===== config.mk =====
export PLATFORM = sky130hd
export DESIGN_NAME = fcpac_cordic_cell
export DESIGN_NICKNAME = d
export VERILOG_FILES = /design/src/rtl/assert_macros.svh /design/src/rtl/fcpac_pkg.sv /design/src/rtl/fcpac_cordic_cell.sv
export SDC_FILE = /design/constraint.sdc
export NUM_CORES = 1
export LEC_CHECK = 0
export ABC_AREA = 0
export BUFFER_PORTS_ARGS = -buffer_cell sky130_fd_sc_hd__buf_2
export CORE_MARGIN = 5
export CORE_UTILIZATION = 30
export DETAILED_ROUTE_END_ITERATION = 8
export PLACE_DENSITY = 0.54
export SYNTH_ARGS = -nofsm -noshare
export SYNTH_HDL_FRONTEND = slang
export SYNTH_SLANG_ARGS = --single-unit

===== constraint.sdc =====
create_clock -name clk_i -period 0.8 [get_ports clk_i]
set_input_delay 0.16 -clock clk_i [delete_from_list [all_inputs] [get_ports clk_i]]
set_output_delay 0.16 -clock clk_i [all_outputs]
set_load 0.01 [all_outputs]

===== src/rtl/assert_macros.svh =====
// ----------------------------------------------------------------------------
// Assertion macros
// Shared concurrent assertion helpers, clocked on clk_i and masked in reset.
// ----------------------------------------------------------------------------
`ifndef ASSERT_MACROS_SVH
`define ASSERT_MACROS_SVH

// The property must hold at every clock edge out of reset.
`define FCPAC_ASSERT(lbl, prop, msg) \
  lbl: assert property (@(posedge clk_i) disable iff (!rst_ni) (prop)) else $error(msg);

// The condition must never be true at a clock edge out of reset.
`define FCPAC_ASSERT_NEVER(lbl, cond, msg) \
  lbl: assert property (@(posedge clk_i) disable iff (!rst_ni) !(cond)) else $error(msg);

`endif


===== src/rtl/fcpac_pkg.sv =====
// ----------------------------------------------------------------------------
// fcpac_pkg
// Types, widths and constants of the full-circle point angle classifier.
// ----------------------------------------------------------------------------
`default_nettype none

package fcpac_pkg;

  localparam int COORD_BITS    = 32;
  localparam int ANGLE_BITS    = 16;
  localparam int CORDIC_STAGES = 16;

  // Center-relative differences carry one extra bit.
  localparam int DIFF_W      = COORD_BITS + 1;
  // Working width of the rotation datapath; vectors are normalized to bit NORM_TOP.
  localparam int WORK_W      = 64;
  localparam int NORM_TOP    = 59;
  localparam int NORM_STAGES = 6;
  localparam int SHIFT_W     = $clog2(WORK_W);
  localparam int STAGE_W     = 5;
  localparam int TURN_W      = 32;
  localparam int ROUND_SH    = TURN_W - ANGLE_BITS;

  localparam int CFG_IDX_W  = 2;
  localparam int CFG_DATA_W = (COORD_BITS > ANGLE_BITS) ? COORD_BITS : ANGLE_BITS;

  localparam logic [CFG_IDX_W-1:0] CFG_CENTER_X    = CFG_IDX_W'(0);
  localparam logic [CFG_IDX_W-1:0] CFG_CENTER_Y    = CFG_IDX_W'(1);
  localparam logic [CFG_IDX_W-1:0] CFG_START_ANGLE = CFG_IDX_W'(2);
  localparam logic [CFG_IDX_W-1:0] CFG_END_ANGLE   = CFG_IDX_W'(3);

  localparam logic [TURN_W-1:0] TURN_ZERO    = 32'h0000_0000;
  localparam logic [TURN_W-1:0] TURN_QUARTER = 32'h4000_0000;
  localparam logic [TURN_W-1:0] TURN_HALF    = 32'h8000_0000;
  localparam logic [TURN_W-1:0] TURN_3QUART  = 32'hC000_0000;

  // atan(2^-i) as a fraction of a full turn, scaled by 2^32.
  localparam logic [TURN_W-1:0] ATAN_TURN [32] = '{
    32'h20000000, 32'h12E4051E, 32'h09FB385B, 32'h051111D4,
    32'h028B0D43, 32'h0145D7E1, 32'h00A2F61E, 32'h00517C55,
    32'h0028BE53, 32'h00145F2F, 32'h000A2F98, 32'h000517CC,
    32'h00028BE6, 32'h000145F3, 32'h0000A2FA, 32'h0000517D,
    32'h000028BE, 32'h0000145F, 32'h00000A30, 32'h00000518,
    32'h0000028C, 32'h00000146, 32'h000000A3, 32'h00000051,
    32'h00000029, 32'h00000014, 32'h0000000A, 32'h00000005,
    32'h00000003, 32'h00000001, 32'h00000001, 32'h00000000
  };

  typedef enum logic [1:0] {
    CLASS_NONE     = 2'd0,
    CLASS_INITIAL  = 2'd1,
    CLASS_TERMINAL = 2'd2
  } endpoint_class_e;

  typedef struct packed {
    logic signed [COORD_BITS-1:0] point_x;
    logic signed [COORD_BITS-1:0] point_y;
  } in_beat_t;

  typedef struct packed {
    logic [ANGLE_BITS-1:0] angle;
    endpoint_class_e       endpoint_class;
  } out_beat_t;

  // Beat handed along the normalization cells.
  typedef struct packed {
    logic                     fixed;
    logic signed [WORK_W-1:0] x;
    logic signed [WORK_W-1:0] y;
    logic        [WORK_W-1:0] m;
    logic        [TURN_W-1:0] z;
  } norm_beat_t;

  // Beat handed along the rotation cells.
  typedef struct packed {
    logic                     fixed;
    logic signed [WORK_W-1:0] x;
    logic signed [WORK_W-1:0] y;
    logic        [TURN_W-1:0] z;
  } cordic_beat_t;

endpackage

`default_nettype wire


===== src/rtl/fcpac_cordic_cell.sv =====
// ----------------------------------------------------------------------------
// fcpac_cordic_cell
// One vectoring micro-rotation: drives y toward zero and accumulates the
// rotated angle in turns.
// ----------------------------------------------------------------------------
`default_nettype none

module fcpac_cordic_cell (
  input  wire logic                              clk_i,
  input  wire logic                              rst_ni,
  input  wire logic                              en_i,
  input  wire logic [fcpac_pkg::STAGE_W-1:0]     stage_i,
  input  wire logic                              valid_i,
  input  wire fcpac_pkg::cordic_beat_t           beat_i,
  output logic                                   valid_o,
  output fcpac_pkg::cordic_beat_t                beat_o
);

  localparam int WW = fcpac_pkg::WORK_W;

  logic                    valid_q;
  fcpac_pkg::cordic_beat_t beat_q, beat_d;
  logic signed [WW-1:0]    xs, ys;
  logic [fcpac_pkg::TURN_W-1:0] step;

  always_comb begin
    xs     = $signed(beat_i.x) >>> stage_i;
    ys     = $signed(beat_i.y) >>> stage_i;
    step   = fcpac_pkg::ATAN_TURN[stage_i];
    beat_d = beat_i;
    if (!beat_i.fixed) begin
      if (!beat_i.y[WW-1]) begin
        beat_d.x = beat_i.x + ys;
        beat_d.y = beat_i.y - xs;
        beat_d.z = beat_i.z + step;
      end else begin
        beat_d.x = beat_i.x - ys;
        beat_d.y = beat_i.y + xs;
        beat_d.z = beat_i.z - step;
      end
    end
  end

  always_ff @(posedge clk_i or negedge rst_ni) begin
    if (!rst_ni) begin
      valid_q <= 1'b0;
    end else if (en_i) begin
      valid_q <= valid_i;
    end
  end

  always_ff @(posedge clk_i) begin
    if (en_i) begin
      beat_q <= beat_d;
    end
  end

  assign valid_o = valid_q;
  assign beat_o  = beat_q;

endmodule

`default_nettype wire


# After elaboration in Yosys (flattened, before gate mapping)
# Memories as Yosys holds them, arrays and structs flattened.
# Index checks and enable logic that the tools add are counted.
# word_totals
romBits	1024
inputBits	170
n_memories	1
ff_bits	162
out_inout_bits	162
# classes
n_mux	4
n_lt_le_gt_ge	1
n_addsub	6
shift	2
bitwise	1
# memory_table
memory	depth	word_bits	rd	rd_ports_with_merged_regs	write_ports	line	rtl
(name not given)	32	32	1	0	0	fcpac_cordic_cell.sv:29	step = fcpac_pkg::ATAN_TURN[stage_i];
# op_table
op	n
$mux W160	2
$add A64 B64 Y64	2
$sshr A64 B5 Y64	2
$sub A64 B64 Y64	2
$mux W32	2
$add A32 B32 Y32	1
$sub A32 B32 Y32	1
$ge A6 B6 Y1 const B	1
$not A5 Y6	1

# Depth between registers and ports, before layout
# Gate-level depths: netlist of the first run.
# logic_depth
word_depth	7
depth_mapped	34

# Worst setup path before layout of the first run
# OpenSTA, ideal clock, no wires.
# synth_path
kind	input to register
from	in stage_i[0] (netlist name)
to	reg beat_q, in the netlist beat_o[31] (data pin)
setup_ps	265
n_path_buf	9
setup_slack_ps	-6222
cell_stages	34
arrival_ps	6757
t_required_ps	535
path_cell_list	buf_4 inv_1 buf_2 buf_2 buf_4 buf_2 buf_2 buf_2 ha_1 clkbuf_1 inv_1 o21ai_0 a21oi_1 o21ai_0 inv_1 ha_1 nand2_1 nor3_1 and2_1 a21oi_1 buf_1 xnor2_1 ha_1 nand3_1 nor3_1 o311ai_0 a21oi_1 a41oi_1 a2111oi_0 o311ai_0 a21oi_1 or3_1 o211ai_1 xor2_1
# synth_rtl
item	line	rtl
start, declared	fcpac_cordic_cell.sv:12	input wire logic [fcpac_pkg::STAGE_W-1:0] stage_i,
end signal, assigned	fcpac_cordic_cell.sv:54	beat_q <= beat_d;
end, declared	fcpac_cordic_cell.sv:22	fcpac_pkg::cordic_beat_t beat_q, beat_d;

==> results of run 1 <==
## final cells by class
class,instances,area [µm²],share of cell area (%)
repair buffers,2175,16800,32.7
clock inverters,15,156,0.305
flip-flops and latches,162,4860,9.48
multi-input cells,3067,27200,53.0
well taps,1276,1600,3.11
clock buffers,17,425,0.830
inverters,69,274,0.534
diodes,12,30.0,0.0586
## cells in the mapped netlist, drive strengths merged, types with 67 or more instances
master,n,area share [%]
a21oi,262,4.5
edfxtp,161,16
inv,67,0.85
mux2,83,3.2
xor2,112,3.3
nand2,436,5.6
buf,110,2.2
mux4,161,12
xnor2,152,4.5
mux2i,155,5.3
a21o,103,2.6
nand3,78,1.3
ha,178,7.6
o21ai,280,4.8
clkbuf,130,1.7
nor2,247,3.2
## registers in the layout, indices dropped and copies added, names as in the netlist
| name | cells |
|---|---|
| beat_o | 161 |
| valid_o | 1 |
## per-layer routing
metal  wire [µm]  part of all wire, %  global-route usage [%]
met5          41                0.027                       0
met4        9380                  6.1                    15.4
met3        9160                  5.9                    4.04
met2       76000                   49                    48.6
met1       59800                   39                    33.1
## layout by cell type, fill, tap and decap left out, drive strengths merged, types with 38 or more instances in the layout
cell / synthesis / routed
a211oi: 51 / 51
a21o: 103 / 103
a21oi: 262 / 262
a31oi: 59 / 59
and2: 38 / 38
buf: 110 / 2141
edfxtp: 161 / 161
ha: 178 / 178
inv: 67 / 71
mux2: 83 / 83
mux2i: 155 / 155
mux4: 161 / 161
nand2: 436 / 436
nand2b: 39 / 39
nand3: 78 / 78
nand4: 38 / 38
nor2: 247 / 247
nor2b: 38 / 38
nor3: 66 / 66
o21ai: 280 / 280
o22ai: 44 / 44
xnor2: 152 / 152
xor2: 112 / 112
## final timing paths
kind / startpoint / end / slack (ns) / depth (start not counted)
min in group asynchronous: rst_ni / valid_o$_DFFE_PN0P_ / 0.48 / 3
max in group asynchronous: rst_ni / valid_o$_DFFE_PN0P_ / 0.22 / 3
hold / removal: en_i / beat_o[160]$_DFFE_PP_ / 0.04 / 2
setup reg to reg: valid_o$_DFFE_PN0P_ / valid_o$_DFFE_PN0P_ / 0.05 / 1
setup / recovery: stage_i[1] / beat_o[158]$_DFFE_PP_ / -4.92 / 27
hold reg to reg: valid_o$_DFFE_PN0P_ / valid_o$_DFFE_PN0P_ / 0.52 / 1
## repair_timing
item,in CTS,in global routing
gates resized for setup,349,458
endpoints found under the hold margin,32,0
pin swaps,149,317
hold buffers,33,0
buffers inserted,105,119
endpoints found under the setup margin,322,322
gates cloned,7,1
## through the flow
stage	power (mW)	area (µm²)
after global routing	84.4	51300
after global placement	62.0	45100
after CTS	74.6	48500
after detailed placement	62.2	45100
after floorplan	37.4	30800
final	79.8	51300
## report_power, final
| group | switching [mW] | internal, mW |
|---|---|---|
| registers | 0.369 | 11.3 |
| clock network | 4.14 | 4.60 |
| logic | 29.2 | 30.2 |
| total | 33.7 | 46.1 |
## cells by family after synthesis
| logic type | count (synthesis) | share of synthesized area [%] |
|---|---|---|
| AND/OR/NAND/NOR | 1111 | 17.9 |
| AO/OA/AOI/OAI | 1112 | 24.3 |
| XOR/XNOR | 264 | 7.86 |
| adder cells (fa/ha/maj) | 181 | 7.77 |
| flip-flops | 162 | 16.5 |
| multiplexers | 399 | 20.9 |
| buffers and inverters | 309 | 4.76 |
==> metrics, run 1 <==
Critical path buffers and inverters=6; final core utilization=52.9%; pwr dens=1560 nW/µm²; clock-pin slew on the worst setup and hold paths=about 0.090 ns; TritonCTS Sinks=162; share of layout cells above drive strength 1=54.8%; Worst setup EP type=flip-flop; number of flops mapped to enable cells by yosys=161; first-pass GRT wire length=222000 µm; GRT overflow=0; WP data arrival=6.02 ns; vias in the first global route=36400; # setup viols final=322; worst vdd ir=around 1800 µV; CTS tree=built; wire per inst=22.7 µm; CP required=1.10 ns; post-synthesis register bit count=162; dominant synthesized flop cell=edfxtp_1; Ys Warns=0; number of port buffers=331; final period utilization=715%; Slew Viols, Final=0; H-tree levels=4; final worst slack=-4.92 ns; post-DP HPWL=125000 µm; minimum clock period=5.72 ns; # Max-Cap Violations=0; clock buffer depth=2; Least-Margin Pin Slew=0.982 ns; Hold WC Path Type=in -> reg; Setup WS pre-CTS=-5.78 ns; CTS buffer count=17; fillers=9080; mean post-synth cell area=8.32 µm²; Top Ports=roughly 330; placed instance count=about 6500; CP peak stage delay=0.67 ns; die height=323 µm; Skew-Pair Late Insertion Delay=~0.52 ns; final WL=154000 µm; status=complete, but fails checks; skew final=0 ns; asr flop ratio synth=less than 1%; leakage=23.0 nW; final hold violation count=0; total track usage=27.9%; DRC Markers=0; Initial DRC Count=2757; area of the core=97000 µm²; unrepaired setup endpoints after global routing=true; die width=323 µm; RePlAce Congestion=around 1.0; FMAX=approximately 170 MHz; overall die area=104000 µm²; area delta synth->final=74.2%; failing checks=setup timing; Initial Util=30.3%; Fin Setup TNS=-676.62 ns; drt pass-1 iters=6; Post-Syn Area=29400 µm²; antenna viol nets, final=0; master cell of the clock root buffer=clkbuf_16; Nets=5843; Hold Slack=0.0373 ns; part of the Yosys area used for sequential elements=16.5%; kind of critical path=in -> reg; initial antenna violation count=16; crit-path max FO=8; Mapped Cells=3538; Slowest-stage cell, CP=mux4_1; syn nets=3889; vias per cell=5.52; routed via count=around 37000; Post-Layout Cell Count=6793; largest net degree at the start of global routing=just over 70; Yosys cell types=97; cell family with most CP delay=compound AO/OA/AOI/OAI gates; Slew headroom=34.3%; FP Rows=114; CP Launch Type=primary input
Power figures use the tool's default switching activity.
==> run 2, diff against run 1 <==
- BUFFER_PORTS_ARGS: -buffer_cell sky130_fd_sc_hd__buf_2 -> not set
- DONT_BUFFER_PORTS: not set -> 1
- PLACE_DENSITY: 0.54 -> 0.46
==> run 2 against run 1 <==
The run ends with hold timing, setup timing left. Clock-buffer cell count stayed put. Sequential cell count stayed put. Worst setup slack better by 0.17 ns. Largest power group unchanged. Worst hold slack worse by 0.29 ns. Sequential share of layout area is 1.0 points higher. Total power is 9.2% lower.
==> metrics, run 2 (same netlist as run 1, synthesis figures left out) <==
clock-pin slew on the worst setup and hold paths=roughly 0.09 ns; CP peak stage delay=roughly 0.6 ns; DRC Markers=0; leakage=19.8 nW; # Max-Cap Violations=0; Skew-Pair Late Insertion Delay=0.53 ns; Initial DRC Count=between 2000 and 3000; final WL=144000 µm; die height=around 320 µm; worst vdd ir=1430 µV; most frequent cells in the layout=buf_4 (1314), nand2_1 (418), nor2_1 (212); Initial Util=30.3%; status=complete, but fails checks; Least-Margin Pin Slew=~1.0 ns; skew final=0 ns; pwr dens=1570 nW/µm²; Top Ports=332; most used cell, CP=buf_4; Critical path buffers and inverters=4; H-tree levels=4; initial antenna violation count=3; commonest non-fill, non-tap cell in the layout=buf_4; Worst setup EP type=flip-flop; CP Launch Type=primary input; Slew headroom=32.8%; WP data arrival=between 5 and 6 ns; CP required=1.09 ns; CTS tree=built; drt pass-1 iters=9; Hold Slack=-0.250 ns; minimum clock period=5.55 ns; overall die area=104000 µm²; CTS buffer count=17; Slew Viols, Final=0; wire per inst=23.3 µm; total track usage=26.4%; post-DP HPWL=111000 µm; TritonCTS Sinks=162; cell family with most CP delay=compound AO/OA/AOI/OAI gates; Hold WC Path Type=in -> reg; diodes inserted=0; vias in the first global route=34000; post-route cell area=46300 µm²; Fin Setup TNS=-643.29 ns; number of port buffers=0; Slowest-stage cell, CP=mux4_2; vias per cell=5.56; unrepaired setup endpoints after global routing=true; # hold bufs at CTS=162; largest net degree at the start of global routing=306; die width=323 µm; final period utilization=694%; share of layout cells above drive strength 1=between 40% and 50%; clock buffer depth=2; FMAX=180 MHz; fillers=~9500; FP Rows=114; # setup viols final=322; RePlAce Congestion=1.00; crit-path max FO=approximately 190; area delta synth->final=57.2%; area of the multi-input gates=26300 µm²; Placed Area=~40000 µm²; final worst slack=-4.75 ns; antenna viol nets, final=0; max reg flops=161; Nets=between 5000 and 6000; GRT overflow=0; failing checks=hold timing, setup timing; Register Area=between 4000 and 5000 µm²; first-pass GRT wire length=211000 µm; final hold violation count=184; routed via count=34300; kind of critical path=in -> reg; master cell of the clock root buffer=clkbuf_16; area of the core=just under 100000 µm²
## run 2: cell types whose count changed in the layout (fill, tap and decap cells not counted), moves of 13 or more
| cell | change |
|---|---|
| buf_12 | -29 |
| buf_2 | -323 |
| buf_4 | -334 |
| buf_6 | -39 |
| dlygate4sd3_1 | +129 |
| mux2i_1 | +20 |
| nand2_1 | +14 |
| o21ai_0 | +33 |
| o21ai_1 | -23 |
| xnor2_1 | +13 |
## run 2: per-stage QoR
stage	setup WS (ns)	total power [mW]	std cells	utilization [%]
2_1_floorplan	-5.07	37.4	3538	-
3_3_place_gp	-5.54	56.2	5829	41.7
3_5_place_dp	-5.52	56.2	5829	41.7
4_1_cts	-4.54	69.1	6090	45.6
5_1_grt	-4.78	76.9	6168	47.7
6_report	-4.75	72.4	6168	47.7
## run 2: path summary, 6_finish.rpt
check,startpoint,to,slack (ns),depth (start not counted)
worst min register to register,valid_o$_DFFE_PN0P_,valid_o$_DFFE_PN0P_,0.51,1
max in group asynchronous,rst_ni,valid_o$_DFFE_PN0P_,0.32,2
worst max register to register,valid_o$_DFFE_PN0P_,valid_o$_DFFE_PN0P_,0.06,1
worst min-delay path,en_i,beat_o[146]$_DFFE_PP_,-0.25,0
worst max-delay path,stage_i[1],beat_o[92]$_DFFE_PP_,-4.75,25
min in group asynchronous,rst_ni,valid_o$_DFFE_PN0P_,0.38,2
## run 2: layout make-up
| class | count | share of cell area (%) |
|---|---|---|
| multi-input cells | 3067 | 57.0 |
| repair buffers | 1562 | 27.2 |
| flip-flops and latches | 162 | 10.5 |
| well taps | 1276 | 3.45 |
| clock buffers | 17 | 0.920 |
| inverters | 69 | 0.628 |
| clock inverters | 14 | 0.330 |
| repair inverters | 1 | 0.0243 |
## run 2: power by group
| group | total, mW | internal (mW) | switching, mW |
|---|---|---|---|
| Clock | 9.03 | 4.61 | 4.43 |
| Sequential | 12.8 | 11.4 | 1.40 |
| Combinational | 50.5 | 26.8 | 23.8 |
| Total | 72.4 | 42.8 | 29.6 |
## run 2: repair_timing
action,in CTS,in global routing
pin swaps,125,228
gates cloned,0,1
gates resized for setup,259,307
endpoints found under the hold margin,323,233
endpoints found under the setup margin,322,322
buffers inserted,78,98
## run 2: metal layers
layer / vias to the layer above / share of wire [%] / GRT usage [%]
met1: 16600 / 39 / 31.3
met2: 1192 / 50 / 47.2
met5: - / 0.022 / 0
li1: 16200 / - / -
met3: 273 / 6.2 / 4.72
met4: 4 / 4.6 / 10.9
