**config.mk**
```make
export PLATFORM = sky130hd
export DESIGN_NAME = fcpac_front
export DESIGN_NICKNAME = d
export VERILOG_FILES = /design/src/rtl/assert_macros.svh /design/src/rtl/fcpac_pkg.sv /design/src/rtl/fcpac_front.sv
export SDC_FILE = /design/constraint.sdc
export NUM_CORES = 1
export LEC_CHECK = 0
export ABC_AREA = 0
export ABC_CLOCK_PERIOD_IN_PS = 7200
export BUFFER_PORTS_ARGS = -buffer_cell sky130_fd_sc_hd__buf_2
export CORE_MARGIN = 8
export CORE_UTILIZATION = 40
export DETAILED_ROUTE_END_ITERATION = 16
export PLACE_DENSITY = 0.71
export SYNTH_ARGS = -nofsm -noshare
export SYNTH_HDL_FRONTEND = slang
export SYNTH_SLANG_ARGS = --single-unit
```
**constraint.sdc**
```tcl
create_clock -name clk_i -period 7.2 [get_ports clk_i]
set_input_delay 0.36 -clock clk_i [delete_from_list [all_inputs] [get_ports clk_i]]
set_output_delay 0.36 -clock clk_i [all_outputs]
set_load 0.01 [all_outputs]
```
**src/rtl/assert_macros.svh**
```systemverilog
// ----------------------------------------------------------------------------
// Assertion macros
// Shared concurrent assertion helpers, clocked on clk_i and masked in reset.
// ----------------------------------------------------------------------------
`ifndef ASSERT_MACROS_SVH
`define ASSERT_MACROS_SVH

// The property must hold at every clock edge out of reset.
`define FCPAC_ASSERT(lbl, prop, msg) \
  lbl: assert property (@(posedge clk_i) disable iff (!rst_ni) (prop)) else $error(msg);

// The condition must never be true at a clock edge out of reset.
`define FCPAC_ASSERT_NEVER(lbl, cond, msg) \
  lbl: assert property (@(posedge clk_i) disable iff (!rst_ni) !(cond)) else $error(msg);

`endif

```
**src/rtl/fcpac_pkg.sv**
```systemverilog
// ----------------------------------------------------------------------------
// fcpac_pkg
// Types, widths and constants of the full-circle point angle classifier.
// ----------------------------------------------------------------------------
`default_nettype none

package fcpac_pkg;

  localparam int COORD_BITS    = 32;
  localparam int ANGLE_BITS    = 16;
  localparam int CORDIC_STAGES = 16;

  // Center-relative differences carry one extra bit.
  localparam int DIFF_W      = COORD_BITS + 1;
  // Working width of the rotation datapath; vectors are normalized to bit NORM_TOP.
  localparam int WORK_W      = 64;
  localparam int NORM_TOP    = 59;
  localparam int NORM_STAGES = 6;
  localparam int SHIFT_W     = $clog2(WORK_W);
  localparam int STAGE_W     = 5;
  localparam int TURN_W      = 32;
  localparam int ROUND_SH    = TURN_W - ANGLE_BITS;

  localparam int CFG_IDX_W  = 2;
  localparam int CFG_DATA_W = (COORD_BITS > ANGLE_BITS) ? COORD_BITS : ANGLE_BITS;

  localparam logic [CFG_IDX_W-1:0] CFG_CENTER_X    = CFG_IDX_W'(0);
  localparam logic [CFG_IDX_W-1:0] CFG_CENTER_Y    = CFG_IDX_W'(1);
  localparam logic [CFG_IDX_W-1:0] CFG_START_ANGLE = CFG_IDX_W'(2);
  localparam logic [CFG_IDX_W-1:0] CFG_END_ANGLE   = CFG_IDX_W'(3);

  localparam logic [TURN_W-1:0] TURN_ZERO    = 32'h0000_0000;
  localparam logic [TURN_W-1:0] TURN_QUARTER = 32'h4000_0000;
  localparam logic [TURN_W-1:0] TURN_HALF    = 32'h8000_0000;
  localparam logic [TURN_W-1:0] TURN_3QUART  = 32'hC000_0000;

  // atan(2^-i) as a fraction of a full turn, scaled by 2^32.
  localparam logic [TURN_W-1:0] ATAN_TURN [32] = '{
    32'h20000000, 32'h12E4051E, 32'h09FB385B, 32'h051111D4,
    32'h028B0D43, 32'h0145D7E1, 32'h00A2F61E, 32'h00517C55,
    32'h0028BE53, 32'h00145F2F, 32'h000A2F98, 32'h000517CC,
    32'h00028BE6, 32'h000145F3, 32'h0000A2FA, 32'h0000517D,
    32'h000028BE, 32'h0000145F, 32'h00000A30, 32'h00000518,
    32'h0000028C, 32'h00000146, 32'h000000A3, 32'h00000051,
    32'h00000029, 32'h00000014, 32'h0000000A, 32'h00000005,
    32'h00000003, 32'h00000001, 32'h00000001, 32'h00000000
  };

  typedef enum logic [1:0] {
    CLASS_NONE     = 2'd0,
    CLASS_INITIAL  = 2'd1,
    CLASS_TERMINAL = 2'd2
  } endpoint_class_e;

  typedef struct packed {
    logic signed [COORD_BITS-1:0] point_x;
    logic signed [COORD_BITS-1:0] point_y;
  } in_beat_t;

  typedef struct packed {
    logic [ANGLE_BITS-1:0] angle;
    endpoint_class_e       endpoint_class;
  } out_beat_t;

  // Beat handed along the normalization cells.
  typedef struct packed {
    logic                     fixed;
    logic signed [WORK_W-1:0] x;
    logic signed [WORK_W-1:0] y;
    logic        [WORK_W-1:0] m;
    logic        [TURN_W-1:0] z;
  } norm_beat_t;

  // Beat handed along the rotation cells.
  typedef struct packed {
    logic                     fixed;
    logic signed [WORK_W-1:0] x;
    logic signed [WORK_W-1:0] y;
    logic        [TURN_W-1:0] z;
  } cordic_beat_t;

endpackage

`default_nettype wire

```
**src/rtl/fcpac_front.sv**
```systemverilog
// ----------------------------------------------------------------------------
// fcpac_front
// Center subtraction and half-turn prerotation into the right half plane.
// ----------------------------------------------------------------------------
`default_nettype none

module fcpac_front (
  input  wire logic                                      clk_i,
  input  wire logic                                      rst_ni,
  input  wire logic                                      en_i,
  input  wire logic                                      valid_i,
  input  wire fcpac_pkg::in_beat_t                       beat_i,
  input  wire logic signed [fcpac_pkg::COORD_BITS-1:0]   center_x_i,
  input  wire logic signed [fcpac_pkg::COORD_BITS-1:0]   center_y_i,
  output logic                                           valid_o,
  output fcpac_pkg::norm_beat_t                          beat_o
);

  localparam int DW = fcpac_pkg::DIFF_W;
  localparam int WW = fcpac_pkg::WORK_W;

  logic                 diff_valid_q;
  logic signed [DW-1:0] dx_q, dx_d;
  logic signed [DW-1:0] dy_q, dy_d;

  logic                  rot_valid_q;
  fcpac_pkg::norm_beat_t rot_q, rot_d;

  logic signed [WW-1:0] dx_ext, dy_ext;
  logic        [WW-1:0] abs_x, abs_y;
  logic                 x_neg, x_zero, y_up;

  always_comb begin
    dx_d = {beat_i.point_x[fcpac_pkg::COORD_BITS-1], beat_i.point_x}
         - {center_x_i[fcpac_pkg::COORD_BITS-1], center_x_i};
    dy_d = {beat_i.point_y[fcpac_pkg::COORD_BITS-1], beat_i.point_y}
         - {center_y_i[fcpac_pkg::COORD_BITS-1], center_y_i};
  end

  always_comb begin
    dx_ext = {{(WW-DW){dx_q[DW-1]}}, dx_q};
    dy_ext = {{(WW-DW){dy_q[DW-1]}}, dy_q};
    x_neg  = dx_q[DW-1];
    x_zero = (dx_q == '0);
    y_up   = !dy_q[DW-1] && (dy_q != '0);
    abs_x  = x_neg ? WW'(-dx_ext) : WW'(dx_ext);
    abs_y  = dy_q[DW-1] ? WW'(-dy_ext) : WW'(dy_ext);

    rot_d.fixed = x_zero;
    rot_d.x     = x_neg ? -dx_ext : dx_ext;
    rot_d.y     = x_neg ? -dy_ext : dy_ext;
    rot_d.m     = (abs_x > abs_y) ? abs_x : abs_y;
    // A vertical vector takes its angle directly; rotation cells leave it alone.
    if (x_zero) begin
      rot_d.z = y_up ? fcpac_pkg::TURN_QUARTER : fcpac_pkg::TURN_3QUART;
    end else begin
      rot_d.z = x_neg ? fcpac_pkg::TURN_HALF : fcpac_pkg::TURN_ZERO;
    end
  end

  always_ff @(posedge clk_i or negedge rst_ni) begin
    if (!rst_ni) begin
      diff_valid_q <= 1'b0;
      rot_valid_q  <= 1'b0;
    end else if (en_i) begin
      diff_valid_q <= valid_i;
      rot_valid_q  <= diff_valid_q;
    end
  end

  always_ff @(posedge clk_i) begin
    if (en_i) begin
      dx_q  <= dx_d;
      dy_q  <= dy_d;
      rot_q <= rot_d;
    end
  end

  assign valid_o = rot_valid_q;
  assign beat_o  = rot_q;

endmodule

`default_nettype wire

```
Word level (Yosys, flattened, before mapping)
Index checks and enable logic that the tools add are counted.

word-level totals
  input bits = 132
  bits in registers = 293

operators by class
  mux-type cells = 7
  reductions and logical operators = 4
  magnitude comparators = 1
  add/subtract/negate cells = 4

operator list
  kind                number
  $mux 64             4
  $neg 33->64         2
  $mux 32             3
  $sub 32x32->33      2
  $gt 64x64->1        1
  $logic_not 33->1    1
  $reduce_bool 33->1  1
  $logic_and 1x1->1   1
  $logic_not 1->1     1

Depth between registers and ports, before layout
Gate-level depths: netlist (run 1).

  depth in word-level cells = 4
  gate-level depth with buffers = 24

Worst setup path before layout (run 1)
Ideal clock, no wire load.

  kind = flip-flop to flip-flop
  start point = register dy_q[4]
  end point = register rot_q (netlist bit beat_o[35]), data pin
  cell stages (with the launch flop) = 24
  setup slack = 2.034 ns
  arrival = 4.887 ns
  period minus slack after synthesis = 5.166 ns
  setup time = 0.279 ns
  cell sequence = edfxtp_1 -> nor4_1 -> nand2_1 -> or3_1 -> or3_1 -> or3_1 -> or3_1 -> buf_2 -> buf_2 -> nor3_1 -> ha_1 -> inv_1 -> ha_1 -> a21o_1 -> a21o_1 -> a21oi_1 -> o21ai_0 -> a21oi_1 -> a21oi_1 -> a211oi_1 -> a21oi_1 -> buf_6 -> clkbuf_1 -> mux2i_1

RTL lines
  item                    RTL line           text
  start, declared         fcpac_front.sv:24  logic signed [DW-1:0] dy_q, dy_d;
  start signal, assigned  fcpac_front.sv:74  dy_q <= dy_d;
  end signal, assigned    fcpac_front.sv:75  rot_q <= rot_d;
  end, declared           fcpac_front.sv:27  fcpac_pkg::norm_beat_t rot_q, rot_d;

==> results.rst, run 1 <==
.. list-table::
   :header-rows: 1

   * - Metric
     - Value
   * - Endpoint class of the critical path
     - flip-flop
   * - Worst min-delay path class
     - in -> reg
   * - Library cell used as clock root buffer
     - clkbuf_16
   * - Count of final max-slew check failures
     - 0
   * - Number of antenna diodes
     - 0
   * - First-pass GRT wire length
     - about 68 mm
   * - Asr flop ratio synth
     - less than 1%
   * - DPL Wire Length
     - 35.3 mm
   * - Result of the run
     - completed
   * - Total Nets Final
     - 2165
   * - Number of buffers added by the clock tree synthesis step
     - 27
   * - Wire length on met1
     - a little under 20 mm
   * - Share of the clock period used by the worst path
     - between 80% and 90%
   * - Tightest hold margin
     - around 76 ps
   * - Peak supply drop
     - approximately 0.16 mV
   * - Register area
     - between 7000 and 8000 um2
   * - Routed Wire Length
     - 44.5 mm
   * - H-tree Lvls
     - 1
   * - Routed length per placed instance
     - 18.5 um
   * - Synth cell types
     - between 60 and 70
   * - Post-DR vias/cell
     - roughly 5
   * - Multi-input logic area
     - roughly 7700 um2
   * - Largest net degree at the start of global routing
     - 123
   * - Skew-Pair Late Insertion Delay
     - between 500 and 600 ps
   * - Initial core utilization
     - about two fifths
   * - All-Layer GR Usage
     - between 15 and 20%
   * - Area inside the core boundary
     - between 30000 and 40000 um2
   * - Number of sinks driven by the clock tree
     - roughly 260
   * - Die area
     - between 40000 and 50000 um2
   * - Prevailing post-synth register cell
     - edfxtp_1
   * - Post-DRT Antenna Nets
     - 0
   * - Vias in the first global route
     - between 10000 and 15000
   * - Number of buffers inserted by post-CTS setup repair
     - 0
   * - Least-Margin Pin Slew
     - roughly 970 ps
   * - Dominant cell type by area after synthesis
     - edfxtp_1
   * - Per-instance average area after synthesis
     - 10.9 um2
   * - 1st-iter DRT viols
     - between 700 and 800
   * - Floorplan die width
     - 217 um
   * - Clock transition at the registers of the reported paths
     - approximately 60 ps
   * - Maximum clock rate
     - approximately 0.16 GHz
   * - Met2 Wirelength
     - ~21 mm
   * - Global placer's final weighted congestion
     - between 0.8 and 0.9
   * - Required time reported for the critical path endpoint
     - approximately 7500 ps
   * - Warning count from the yosys run
     - 0
   * - Final number of hold-violating endpoints
     - 0
   * - Initial antenna violation count
     - 0
   * - Most instantiated library cell after synthesis
     - edfxtp_1
   * - Total Negative Setup Slacks
     - 0 ps
   * - Count of input and output buffers
     - ~330
   * - Area share of the largest cell type after synthesis
     - approximately 48%
   * - Critical path arrival
     - approximately 6500 ps
   * - Highest metal layer with signal wires
     - met4
   * - CP Launch Type
     - flip-flop
   * - Proportion of synthesized chip area in sequential cells
     - 48.5%
   * - First-pass iteration count of the detailed router
     - 5
   * - IO Count
     - between 300 and 400
   * - Number of DRC violations after detailed routing
     - 0
   * - Clk_skew
     - 16.4 ps
   * - Netlist area before placement
     - 16200 um2
   * - Number of storage elements in the synthesis netlist
     - around 260
   * - Vert. Die Dim
     - between 200 and 250 um
   * - Number of filler cells placed in the layout
     - 3626
   * - Pwr per Cell Area
     - ~250 nW/um2
   * - Share of post-route cells with drive strength above 1
     - 21.8%
   * - Count of flip-flops with a built-in enable after synthesis
     - 260
   * - Static leakage
     - 8.81 nW
   * - Final setup fails
     - 0
   * - Std-Cell Rows
     - 73
   * - Total number of vias
     - roughly 12000
   * - Most frequent cells after synthesis
     - edfxtp_1, ha_1, inv_1
   * - Clock tree from TritonCTS
     - built
   * - Post-Syn Instances
     - 1487
   * - Layout-stage area growth over the synthesis result
     - 20.4%
   * - Max-cap violation count
     - 0
   * - Buffer levels on the longest clock path
     - 3
   * - R2R setup slack
     - roughly 1000 ps
   * - Met3 wire length
     - approximately 2.7 mm
   * - Max transition margin
     - 34.5%
   * - Leading cell types by total area after synthesis
     - edfxtp_1, ha_1, xnor2_1
   * - Time the final worst path needs with I/O delays and setup
     - 6200 ps
   * - Overflow left after global routing
     - 0
   * - Path type of the worst setup path
     - reg -> reg
   * - Setup repair after global routing missed its margin
     - no
   * - Peak fanout along the critical path
     - 18
[report_power, final]
part | switching [mW] | leakage [nW] | internal [mW]
combinational | 0.780 | 5.73 | 0.502
sequential | 0.127 | 2.60 | 1.96
clock | 0.589 | 0.483 | 0.974
total | 1.50 | 8.81 | 3.44
[state kept, by name, summed over array words and instances (netlist names)]
name and count:
beat_o 194, diff_valid_q 1, dx_q 33, dy_q 33, valid_o 1
[worst max-delay path, cell delays in order, from the launching register on]
cell and delay (ps):
edfxtp_1 450, nor4_1 390, nand2_1 190, or3_1 460, or3_1 410, or3_1 410, or3_1 680, nand2_2 210
xor2_2 90, ha_1 320, nand4_1 110, nor2_1 210, nand2_1 80, nor4_1 550, a211oi_1 230, a21oi_4 520
buf_4 280, mux2_2 340
[layout by cell type, fill, tap and decap left out, types with 16 or more instances in the layout]
master,instances
o21a_1,16
xnor2_1,72
edfxtp_1,260
nor2_1,89
nor4_1,23
inv_1,160
or3_1,21
o21ai_0,62
nor3_1,31
a21oi_1,83
a21o_1,47
xor2_1,64
conb_1,92
buf_2,326
mux2i_1,33
nand2_1,92
clkbuf_16,27
nand4_1,21
o31ai_1,20
ha_1,163
[cell type report]
class | instances | area share (%)
Clock buffer | 30 | 3.52
Clock inverter | 19 | 1.55
Inverter | 160 | 3.08
Multi-Input combinational cell | 1076 | 39.2
Sequential cell | 262 | 40.3
Tap cell | 525 | 3.37
Timing Repair Buffer | 341 | 8.99
[cells by family after synthesis]
group	Yosys count	synth area share (%)
other cells	1	0.0231
flops	262	48.5
mux	37	2.31
buf+inv	240	6.48
compound gates	294	11.7
xor+xnor	137	7.45
simple gates	351	10.8
fa+ha+maj	165	12.8
[routing by layer]
layer | GRT usage (%) | up-vias
met4 | 5.61 | 0
met1 | 22.8 | 5686
met2 | 31.0 | 386
met5 | 0 | -
li1 | - | 5995
met3 | 2.94 | 57
[what timing repair did]
item / CTS / global route
hold buffers: 1 / 0
gates resized for setup: 0 / 0
endpoints found under the hold margin: 2 / 0
[path summary, 6_finish.rpt]
kind                         start           end  cells after the start
min reg2reg                dx_q[0]   beat_o[160]                      0
max in group asynchronous   rst_ni  diff_valid_q                      2
max reg2reg                dy_q[4]    beat_o[34]                     17
min                        valid_i  diff_valid_q                      2
min in group asynchronous   rst_ni       valid_o                      2
max                        dy_q[4]    beat_o[34]                     17
[metrics by stage]
stage	util [%]	power, mW	setup slack (ps)	std cells	instance area [um2]
floorplan	-	2.90	2030	1578	16600
global placement	46.4	3.37	1210	2363	18500
detailed placement	46.4	3.40	1000	2363	18500
CTS	48.9	4.98	974	2413	19500
global route	48.9	5.18	539	2413	19500
finish	48.9	4.93	999	2413	19500
No activity file was read; power rests on OpenSTA's default activity.
==> run 2, diff against run 1 <==
Settings changed: CORE_UTILIZATION 40 to 56, PLACE_DENSITY 0.71 to 0.91.
==> results.rst, run 2 (synthesis gave the netlist of run 1 again) <==
.. list-table::
   :header-rows: 1

   * - Metric
     - Value
   * - Result of the run
     - completed
   * - First-pass GRT wire length
     - around 65 mm
   * - H-tree Lvls
     - 1
   * - Total number of vias
     - ~13000
   * - First-pass iteration count of the detailed router
     - 9
   * - Endpoint class of the critical path
     - flip-flop
   * - Kind of cell adding the most delay to the critical path
     - simple AND/OR/NAND/NOR gates
   * - Instance area after placement
     - 18300 um2
   * - Initial antenna violation count
     - 0
   * - Peak fanout along the critical path
     - 42
   * - Required time reported for the critical path endpoint
     - 7470 ps
   * - Vias in the first global route
     - about 12000
   * - Multi-input logic area
     - roughly 7700 um2
   * - Max-cap violation count
     - 0
   * - Critical path arrival
     - around 7100 ps
   * - Register area
     - roughly 8000 um2
   * - Peak supply drop
     - about 0.18 mV
   * - Overflow left after global routing
     - 0
   * - CP Launch Type
     - flip-flop
   * - Clk_skew
     - between 15 and 20 ps
   * - Cell Chain, Critical Path
     - inv_1 > ha_1 > nand3_1 > or2_2 > or3_1 > or3_1 > or4_1 > o41ai_1 > xor2_1 > inv_1 > ha_1 > nand4_1 > nor2_1 > nand2_1 > nor4_1 > a211oi_1 > a21oi_4 > buf_6 > mux2_2
   * - Die area
     - 34700 um2
   * - Largest net degree at the start of global routing
     - approximately 140
   * - DPL Wire Length
     - approximately 34 mm
   * - Static leakage
     - between 8 and 9 nW
   * - WP buf/inv
     - 3
   * - Post-DRT Antenna Nets
     - 0
   * - Total Negative Setup Slacks
     - 0 ps
   * - Most frequent cells in the layout
     - buf_2, edfxtp_1, ha_1
   * - Share of post-route cells with drive strength above 1
     - between 20% and 30%
   * - Vert. Die Dim
     - around 190 um
   * - Std-Cell Rows
     - slightly above 60
   * - Final core occ
     - 67.2%
   * - Total Nets Final
     - about 2200
   * - Library cell used as clock root buffer
     - clkbuf_16
   * - Clock transition at the registers of the reported paths
     - roughly 70 ps
   * - Worst-path cell with the longest stage delay
     - nor4_1
   * - Routed Wire Length
     - 43.4 mm
   * - Design Area, Final
     - roughly 19000 um2
   * - IO Count
     - 358
   * - Number of DRC violations after detailed routing
     - 0
   * - Count of final max-slew check failures
     - 0
   * - All-Layer GR Usage
     - between 20% and 30%
   * - Floorplan die width
     - roughly 190 um
   * - Least-Margin Pin Slew
     - about 1200 ps
   * - Number of buffers inserted by post-CTS setup repair
     - 0
   * - Final setup fails
     - 0
   * - Global placer's final weighted congestion
     - approximately 0.93
   * - Final number of hold-violating endpoints
     - 0
   * - Path type of the worst setup path
     - reg -> reg
   * - Number of antenna diodes
     - 0
   * - Number of filler cells placed in the layout
     - 2149
   * - Setup repair after global routing missed its margin
     - no
   * - Pwr per Cell Area
     - 247 nW/um2
   * - Delay of the slowest cell on the worst path
     - between 600 and 700 ps
   * - Initial core utilization
     - a little under three fifths
   * - Max transition margin
     - between 20% and 30%
   * - Maximum clock rate
     - ~0.15 GHz
   * - 1st-iter DRT viols
     - between 1000 and 1500
   * - Number of sinks driven by the clock tree
     - approximately 260
   * - Time the final worst path needs with I/O delays and setup
     - just under 7000 ps
   * - Worst min-delay path class
     - in -> reg
   * - Number of flip-flops under the largest register name
     - ~190
   * - Post-DR vias/cell
     - ~5.5
   * - Area inside the core boundary
     - about 29000 um2
   * - Placed insts
     - roughly 2200
   * - Post-route non-filler standard cell count
     - about 2300
   * - Layout-stage area growth over the synthesis result
     - 18.6%
   * - Share of the clock period used by the worst path
     - a little over nine tenths
   * - Count of input and output buffers
     - 327
   * - Leading cell type in the layout, fill and taps excluded
     - buf_2
   * - Clock tree from TritonCTS
     - built
   * - Number of buffers added by the clock tree synthesis step
     - 26
   * - Routed length per placed instance
     - 19.1 um
   * - Skew-Pair Late Insertion Delay
     - between 500 and 600 ps
   * - Buffer levels on the longest clock path
     - 3
==> run 2: cell types whose count changed in the layout (fill, tap and decap cells not counted), moves of 2 or more <==
| cell | change |
|---|---|
| bufinv_16 | -5 |
| clkinv_2 | -2 |
| buf_4 | -3 |
| clkbuf_1 | +2 |
==> run 2: stage by stage <==
stage               total power [mW]  hold slack, ps  setup WS [ps]
global route                    4.96            74.3            185
floorplan                       2.90            64.4           2030
global placement                3.33             144            834
CTS                             4.75            78.3            356
finish                          4.75            90.6            403
detailed placement              3.38             150            401
==> run 2: path summary, 6_finish.rpt <==
| path | startpoint | endpoint | slack, ps | cells after the start |
|---|---|---|---|---|
| max in group asynchronous | rst_ni | diff_valid_q | 6930 | 2 |
| max | dx_q[0] | beat_o[34] | 400 | 19 |
| min | valid_i | diff_valid_q | 90 | 2 |
| min reg2reg | dx_q[0] | beat_o[160] | 480 | 0 |
| max reg2reg | dx_q[0] | beat_o[34] | 400 | 19 |
| min in group asynchronous | rst_ni | valid_o | 170 | 2 |
==> run 2: layout make-up <==
type | instances | share of cell area, %
clock buffer | 33 | 3.68
clock inverter | 14 | 0.807
inverter | 160 | 3.12
multi-input combinational | 1076 | 39.8
sequential | 262 | 40.9
tap | 384 | 2.50
timing repair buffer | 340 | 9.17
==> run 2: where the power goes <==
group	leakage (nW)	switching [mW]	total (mW)	internal [mW]
Combinational	5.73	0.770	1.27	0.504
Clock	0.420	0.561	1.37	0.804
Sequential	2.60	0.149	2.11	1.96
Total	8.75	1.48	4.75	3.27
==> run 2: metal layers <==
metal / GRT usage [%] / share of wire, % / up-vias
met5: 0 / 0 / -
met4: 10.9 / 4.3 / 0
met2: 40.9 / 48 / 617
met3: 3.61 / 8.4 / 102
li1: - / - / 6016
met1: 29.1 / 39 / 5824
==> run 2: timing repair <==
item,CTS,global route
gates resized for setup,0,1
endpoints found under the hold margin,2,0
hold buffers,1,0
endpoints found under the setup margin,0,1
